$ cat config.mk
export PLATFORM = sky130hd
export DESIGN_NAME = battery_level_estimator_top
export DESIGN_NICKNAME = d
export VERILOG_FILES = /design/src/batlvl_pkg.sv /design/src/battery_level_estimator_top.sv
export SDC_FILE = /design/constraint.sdc
export NUM_CORES = 1
export LEC_CHECK = 0
export BUFFER_PORTS_ARGS = -buffer_cell sky130_fd_sc_hd__buf_4
export CORE_MARGIN = 10
export CORE_UTILIZATION = 30
export DETAILED_ROUTE_END_ITERATION = 8
export GPL_TIMING_DRIVEN = 0
export SYNTH_ARGS = -nofsm -noshare
export SYNTH_HDL_FRONTEND = slang
export SYNTH_SLANG_ARGS = --single-unit
$ cat constraint.sdc
create_clock -name clk -period 8 [get_ports clk]
set_input_delay 0.4 -clock clk [delete_from_list [all_inputs] [get_ports clk]]
set_output_delay 0.4 -clock clk [all_outputs]
set_load 0.01 [all_outputs]
$ cat src/batlvl_pkg.sv
package batlvl_pkg;

  localparam int CURVE_MAX = 8;
  localparam int CURVE_POINTS_DEFAULT = 4;
  localparam int SEG_W = 3;
  localparam int RECIP_SHIFT = 16;

  localparam logic [15:0] PERIOD_RESET = 16'd1000;
  localparam logic [11:0] REFERENCE_RESET = 12'd3100;

  typedef enum logic [1:0] {
    MODE_TICK    = 2'd0,
    MODE_ENABLE  = 2'd1,
    MODE_DISABLE = 2'd2
  } mode_t;

  localparam logic REG_PERIOD = 1'b0;
  localparam logic REG_REFERENCE = 1'b1;

  typedef enum logic [2:0] {
    ST_IDLE,
    ST_MV,
    ST_SEG,
    ST_NUM,
    ST_QUO,
    ST_CHK,
    ST_FIX,
    ST_DONE
  } state_t;

  // Curve points; points past the fourth repeat the last one.
  localparam logic signed [13:0] CURVE_MV [CURVE_MAX] = '{
    14'sd3227, 14'sd3608, 14'sd4017, 14'sd4150,
    14'sd4150, 14'sd4150, 14'sd4150, 14'sd4150
  };
  localparam logic [6:0] CURVE_PCT [CURVE_MAX] = '{
    7'd0, 7'd5, 7'd86, 7'd100, 7'd100, 7'd100, 7'd100, 7'd100
  };

  // Per segment i (from point i-1 to point i): millivolt span, percent rise
  // and floor(2^16 / span). Entry 0 is unused.
  localparam logic [9:0] CURVE_SPAN [CURVE_MAX] = '{
    10'd0, 10'd381, 10'd409, 10'd133, 10'd0, 10'd0, 10'd0, 10'd0
  };
  localparam logic [6:0] CURVE_RISE [CURVE_MAX] = '{
    7'd0, 7'd5, 7'd81, 7'd14, 7'd0, 7'd0, 7'd0, 7'd0
  };
  localparam logic [9:0] CURVE_RECIP [CURVE_MAX] = '{
    10'd0, 10'd172, 10'd160, 10'd492, 10'd0, 10'd0, 10'd0, 10'd0
  };

endpackage

$ cat src/battery_level_estimator_top.sv
// Battery level estimator.
// Input stream (s_*): one item per tick or notification event. s_tuser holds
// the mode (tick, notify enabled, notify disabled); s_tdata the flags and the
// ADC sample. Every accepted item gives exactly one result item on m_*.
// A tick counts the period down and, at zero or on an immediate request,
// measures: millivolts from sample and reference, then a percent level from
// the piecewise-linear curve. The user must write the registers over the APB
// port only while the block is idle; the block itself does not enforce this.
// Sequencing: one shared 17x13 multiplier is stepped by a small sequencer. An
// item that does not measure goes from IDLE to DONE, a measurement clamped at
// either end of the curve passes MV and SEG, and an interpolated measurement
// also passes NUM, QUO, CHK and FIX. s_tready is high only while idle.
// The result sits in an output register; the next item is accepted while it
// waits, and a following result holds in the sequencer until m_tready frees
// the register. Reset (rst, synchronous) reloads both registers with their
// defaults, restarts the period count and clears the notify flag.
module battery_level_estimator_top #(
  parameter int CURVE_POINTS = batlvl_pkg::CURVE_POINTS_DEFAULT
) (
  input  logic        clk,
  input  logic        rst,
  input  logic        s_tvalid,
  output logic        s_tready,
  // [0] immediate, [12:1] adc_sample, [13] service_match, [14] update_failed
  input  logic [15:0] s_tdata,
  // [1:0] mode
  input  logic [1:0]  s_tuser,
  output logic        m_tvalid,
  input  logic        m_tready,
  // [13:0] millivolts, [20:14] battery_percent, [21] send_as_notify
  output logic [23:0] m_tdata,
  // [0] measured
  output logic [0:0]  m_tuser,
  input  logic        psel,
  input  logic        penable,
  input  logic        pwrite,
  input  logic [2:0]  paddr,
  input  logic [31:0] pwdata,
  output logic [31:0] prdata,
  output logic        pready
);

  localparam int NPTS = (CURVE_POINTS < 2) ? 2 :
                        ((CURVE_POINTS > batlvl_pkg::CURVE_MAX) ?
                         batlvl_pkg::CURVE_MAX : CURVE_POINTS);

  batlvl_pkg::state_t state, state_next;

  logic [15:0] measure_period;
  logic [11:0] reference_mv;
  logic [15:0] period_countdown;
  logic        notify_enabled;

  logic signed [16:0] mul_a;
  logic signed [12:0] mul_b;
  logic signed [29:0] prod;

  logic signed [13:0] mv_r;
  logic [batlvl_pkg::SEG_W-1:0] seg_r;
  logic signed [13:0] diff_r;
  logic [15:0] num_r;
  logic [6:0]  quo_r;

  logic        res_measured;
  logic signed [13:0] res_mv;
  logic [6:0]  res_pct;
  logic        res_notify;

  logic        accept;
  logic        out_load;
  logic [15:0] count_dec;
  logic        do_measure;
  logic [1:0]  in_mode;
  logic        in_immediate;
  logic signed [11:0] in_sample;
  logic        in_match;
  logic        in_failed;

  logic signed [29:0] mv_bias;
  logic signed [29:0] mv_sum;
  logic signed [13:0] mv_val;

  logic [batlvl_pkg::SEG_W-1:0] seg;
  logic [batlvl_pkg::SEG_W-1:0] seg_prev;
  logic        clamp_lo;
  logic        clamp_hi;
  logic [15:0] rem;
  logic [6:0]  quo_fix;

  logic cfg_write;

  assign in_mode      = s_tuser;
  assign in_immediate = s_tdata[0];
  assign in_sample    = s_tdata[12:1];
  assign in_match     = s_tdata[13];
  assign in_failed    = s_tdata[14];

  assign count_dec  = period_countdown - 16'd1;
  assign do_measure = (count_dec == 16'd0) || in_immediate;

  // APB
  assign pready    = 1'b1;
  assign cfg_write = psel && penable && pwrite && pready;

  always_comb begin
    unique case (paddr[2])
      batlvl_pkg::REG_PERIOD:    prdata = {16'd0, measure_period};
      batlvl_pkg::REG_REFERENCE: prdata = {20'd0, reference_mv};
      default:                   prdata = 32'd0;
    endcase
  end

  // Millivolts: product / 1024 truncated toward zero.
  assign mv_bias = prod[29] ? 30'sd1023 : 30'sd0;
  assign mv_sum  = prod + mv_bias;
  assign mv_val  = mv_sum[23:10];

  // Segment search: first point above the voltage.
  always_comb begin
    seg = batlvl_pkg::SEG_W'(NPTS - 1);
    for (int i = NPTS - 1; i >= 1; i--) begin
      if (mv_r < batlvl_pkg::CURVE_MV[i]) seg = batlvl_pkg::SEG_W'(i);
    end
  end
  assign clamp_lo = (mv_r <= batlvl_pkg::CURVE_MV[0]);
  assign clamp_hi = (mv_r >= batlvl_pkg::CURVE_MV[NPTS-1]);
  assign seg_prev = seg_r - batlvl_pkg::SEG_W'(1);

  // Quotient estimate is low by at most one; fix with the remainder.
  assign rem     = num_r - prod[15:0];
  assign quo_fix = quo_r + ((rem >= {6'd0, batlvl_pkg::CURVE_SPAN[seg_r]}) ? 7'd1 : 7'd0);

  always_comb begin
    state_next = state;
    s_tready   = 1'b0;
    out_load   = 1'b0;
    mul_a      = '0;
    mul_b      = '0;
    unique case (state)
      batlvl_pkg::ST_IDLE: begin
        s_tready = 1'b1;
        mul_a    = 17'(in_sample);
        mul_b    = $signed({1'b0, reference_mv});
        if (s_tvalid) begin
          if ((in_mode == batlvl_pkg::MODE_TICK) && do_measure) begin
            state_next = batlvl_pkg::ST_MV;
          end else begin
            state_next = batlvl_pkg::ST_DONE;
          end
        end
      end
      batlvl_pkg::ST_MV:  state_next = batlvl_pkg::ST_SEG;
      batlvl_pkg::ST_SEG: begin
        if (clamp_lo || clamp_hi || (batlvl_pkg::CURVE_SPAN[seg] == 10'd0)) begin
          state_next = batlvl_pkg::ST_DONE;
        end else begin
          state_next = batlvl_pkg::ST_NUM;
        end
      end
      batlvl_pkg::ST_NUM: begin
        mul_a      = 17'(diff_r);
        mul_b      = $signed({6'd0, batlvl_pkg::CURVE_RISE[seg_r]});
        state_next = batlvl_pkg::ST_QUO;
      end
      batlvl_pkg::ST_QUO: begin
        mul_a      = $signed({1'b0, prod[15:0]});
        mul_b      = $signed({3'd0, batlvl_pkg::CURVE_RECIP[seg_r]});
        state_next = batlvl_pkg::ST_CHK;
      end
      batlvl_pkg::ST_CHK: begin
        mul_a      = $signed({10'd0, prod[batlvl_pkg::RECIP_SHIFT +: 7]});
        mul_b      = $signed({3'd0, batlvl_pkg::CURVE_SPAN[seg_r]});
        state_next = batlvl_pkg::ST_FIX;
      end
      batlvl_pkg::ST_FIX: state_next = batlvl_pkg::ST_DONE;
      batlvl_pkg::ST_DONE: begin
        out_load = !m_tvalid || m_tready;
        if (out_load) state_next = batlvl_pkg::ST_IDLE;
      end
      default: state_next = batlvl_pkg::ST_IDLE;
    endcase
  end

  assign accept = s_tvalid && s_tready;

  always_ff @(posedge clk) begin
    if (rst) begin
      state <= batlvl_pkg::ST_IDLE;
    end else begin
      state <= state_next;
    end
  end

  always_ff @(posedge clk) begin
    if (rst) begin
      measure_period   <= batlvl_pkg::PERIOD_RESET;
      reference_mv     <= batlvl_pkg::REFERENCE_RESET;
      period_countdown <= batlvl_pkg::PERIOD_RESET;
      notify_enabled   <= 1'b0;
    end else begin
      if (cfg_write) begin
        unique case (paddr[2])
          batlvl_pkg::REG_PERIOD:    measure_period <= pwdata[15:0];
          batlvl_pkg::REG_REFERENCE: reference_mv <= pwdata[11:0];
          default: ;
        endcase
      end
      if (accept) begin
        unique case (in_mode)
          batlvl_pkg::MODE_TICK: begin
            period_countdown <= do_measure ? measure_period : count_dec;
            if (do_measure && in_failed) notify_enabled <= 1'b0;
          end
          batlvl_pkg::MODE_ENABLE:  if (in_match) notify_enabled <= 1'b1;
          batlvl_pkg::MODE_DISABLE: if (in_match) notify_enabled <= 1'b0;
          default: ;
        endcase
      end
    end
  end

  // Datapath
  always_ff @(posedge clk) begin
    prod <= mul_a * mul_b;
    if (accept) begin
      res_measured <= (in_mode == batlvl_pkg::MODE_TICK) && do_measure;
      res_notify   <= (in_mode == batlvl_pkg::MODE_TICK) && do_measure && notify_enabled;
      res_mv       <= '0;
      res_pct      <= '0;
    end
    if (state == batlvl_pkg::ST_MV) begin
      mv_r   <= mv_val;
      res_mv <= mv_val;
    end
    if (state == batlvl_pkg::ST_SEG) begin
      seg_r  <= seg;
      diff_r <= mv_r - batlvl_pkg::CURVE_MV[seg - batlvl_pkg::SEG_W'(1)];
      if (clamp_lo) begin
        res_pct <= batlvl_pkg::CURVE_PCT[0];
      end else if (clamp_hi) begin
        res_pct <= batlvl_pkg::CURVE_PCT[NPTS-1];
      end else begin
        res_pct <= batlvl_pkg::CURVE_PCT[seg];
      end
    end
    if (state == batlvl_pkg::ST_QUO) num_r <= prod[15:0];
    if (state == batlvl_pkg::ST_CHK) quo_r <= prod[batlvl_pkg::RECIP_SHIFT +: 7];
    if (state == batlvl_pkg::ST_FIX) begin
      res_pct <= batlvl_pkg::CURVE_PCT[seg_prev] + quo_fix;
    end
    if (out_load) begin
      m_tdata <= {2'd0, res_notify, res_pct, res_mv};
      m_tuser <= res_measured;
    end
  end

  always_ff @(posedge clk) begin
    if (rst) begin
      m_tvalid <= 1'b0;
    end else if (out_load) begin
      m_tvalid <= 1'b1;
    end else if (m_tready) begin
      m_tvalid <= 1'b0;
    end
  end

endmodule

==> results.toml <==
[outcome]
outcome = "completed"

[placed_design]
post-place-ws_ns = -0.790
port_buffers = 79
place.detailed.hpwl_mm = 38.1
gp_congestion = 0.946

[finish]
synthToLayoutAreaGrowth_pct = 13.7
fin_util = 0.347
drive_gt1_frac = 0.104
final_cell_mix = "inv_1, nand2_1, fa_1, nor2_1, ha_1"
antenna_cells = 0
final_common_cell = "inv_1"
nFillCells = 5535
finalNetCount = 2300

[timing]
finalCritPeriodShare = 0.961
hold_viol = 0
fin_skew_ns = 0.0249
tightest_slew_ns = 1.08
timing.fmax_ghz = 0.130
layout_setup_ws_ns = 0.314
fin_crit_ns = 7.69
drv_slew = 0
slew-limit-headroom = 0.272
setup_viol = 0

[drt]
wl_per_cell_um = 17.4
drt-total-wl_mm = 45.7
via_per_inst = 4.90
drc = 0
drt_iter0_markers = 942
dr.pass1.iters = 5
antenna_left = 0
num_vias = 12901

[pwr]
swShare = 0.486
power_density_nw_per_um2 = 326
combPwrFrac = 0.639
power.internal_mw = 3.13
ir_worst_vdd_v = 0.000170
total_leakage_power_nw = 8.41
p_sw_mw = 2.97
seqPwrFrac = 0.228
finalPower_mw = 6.10
clockPowerShare = 0.133

[hold_path]
hold_path.class = "input port to flip-flop"
hold_path_depth = 3

[critical_path]
crit_type = "flip-flop to flip-flop"
reg2regPathDepth = 21
crit_required_ns = 8.32
crit_path_end_kind = "flip-flop"
crit_arrival_ns = 8.00
startpoint_type = "flip-flop"
crit_fanout = 10

[cts]
cts_made_buffers = 17
cts.sinks = 173
cts_root_buf = "clkbuf_16"
cts_tree = "done"
insertion_delay_ns = 0.45
ctsHoldBuffers = 0
clkSlewWorstSetupHoldPaths_ns = 0.07
htreeDepth = 4
clk_path_buf_depth = 2

[grt]
track_usage = 0.145
overflow = 0
grt_pass1_vias = 13497
grt_pass1_wl_mm = 73.5
grt_max_degree = 26
antenna_found_initial = 0

[synthesis]
syn-instance-count = 1798
synth-async-reset-ratio = 0
yosys_warnings = 0
synth_flop_cell = "edfxtp_1"
ys_seq_elements = 173
seq_area_frac_synth = 0.271
postSynthAreaPerCell_um2 = 9.16
synthDistinctLibCells = 68
synth_edf_count = 99
synth_area_um2 = 16500

[die]
start_util = 0.305
die_h_um = 254
core_um2 = 54000
dieArea_um2 = 64600
die_w_um = 254
rows = 85
ios = 120

[job]
maxCapViolations = 0
registers in the layout (all words and copies together) (netlist names), 3 cells and up:
signal            flops
quo_r                 7
res_mv               14
m_tdata              22
diff_r               14
res_pct               7
prod                 25
state                 3
reference_mv         12
num_r                16
mv_r                 14
measure_period       16
period_countdown     16
worst max-delay path, cell delays in order, from the launching register on:
cell,delay [ns]
dfxtp_1,0.37
clkbuf_1,0.36
buf_1,0.44
clkbuf_2,0.32
a21oi_1,0.16
a21oi_1,0.70
nor2_1,0.14
fa_1,0.52
fa_1,0.52
fa_1,0.52
inv_1,0.05
fa_1,0.48
fa_1,0.66
inv_1,0.07
ha_1,0.37
a21o_1,0.18
a21o_1,0.16
a21o_1,0.20
a22oi_1,0.36
a311oi_2,0.27
a221oi_1,0.46
xnor2_1,0.27
power groups by stage:
stage	combinational, mW	sequential (mW)	clock, mW
global placement	3.80	1.41	0
global route	4.45	1.41	0.854
detailed placement	3.87	1.41	0
finish	3.90	1.39	0.809
CTS	3.93	1.39	0.825
floorplan	2.83	1.29	0
worst paths after layout:
check / startpoint / end / slack [ns]
min: pwdata[5] / measure_period[5] / 0.20
max reg2reg: state[2] / prod[29] / 0.31
min reg2reg: res_pct[0] / m_tdata[14] / 0.42
max: state[2] / prod[29] / 0.31
routing by layer:
layer / global-route usage / vias to the layer above / wire length, µm
met3: 0.0271 / 81 / 3070
met1: 0.181 / 6365 / 19300
met4: 0.0547 / 0 / 1310
met5: 0 / - / 0
li1: - / 6045 / -
met2: 0.244 / 410 / 22100
cell families after synthesis:
family          synth area share
xor+xnor                  0.0341
mux                       0.0157
simple gates               0.151
buf+inv                   0.0943
flops                      0.271
other cells             0.000456
fa+ha+maj                  0.329
compound gates             0.105
metrics by stage:
stage / cell area, µm² / std cells / TNS, ns / hold WS, ns
2_1_floorplan: 16500 / 1819 / 0 / 0.400
3_3_place_gp: 18000 / 2594 / -1.50 / 0.404
3_5_place_dp: 18000 / 2595 / -1.87 / 0.405
4_1_cts: 18600 / 2626 / 0 / 0.166
5_1_grt: 18700 / 2631 / -0.0133 / 0.188
6_report: 18700 / 2631 / 0 / 0.200
cell usage after synthesis (5+ instances only):
library cell  count  area [µm²]
inv_1           315        1180
and2_1           23         144
nor2_1          176         661
a21oi_1          96         480
nand3_1          34         170
nor2b_1          15        93.8
o22ai_1           7        43.8
mux2_2           14         158
clkbuf_1         52         195
edfxtp_1         99        2970
or3_1             6        37.5
o31ai_1           5        37.5
a211oi_1          5        37.5
dfxtp_1          74        1480
o21a_1            9        67.6
o21bai_1          6        45.0
nor4_1           12        75.1
nand2b_1         16         100
o21ai_0          54         270
a21o_1           30         225
o22a_1            5        43.8
nand2_1         202         758
nor3_1           24         120
buf_4            19         143
fa_1            192        3840
xor2_1           15         131
a22oi_1          15         113
xnor2_1          49         429
a21boi_0          5        37.5
a31oi_1           8        50.1
mux2i_1          10         100
ha_1            126        1580
nand4_1          11        68.8
or2_2             7        43.8
what timing repair did:
item                                    4_1_cts  5_1_grt
gates resized for setup                      14       27
setup buffers                                 0        5
endpoints found under the setup margin        4        2
pin swaps                                     0        1
gates cloned                                  0        0
area by class of cell:
class,instances,area [µm²],area share
Sequential cell,173,4450,0.238
Clock buffer,19,433,0.0231
Inverter,315,1180,0.0632
Multi-Input combinational cell,1254,10600,0.567
Tap cell,696,871,0.0465
Buffer,76,380,0.0203
Clock inverter,13,133,0.00708
Timing Repair Buffer,85,646,0.0345
(Power assumes the default switching activity.)
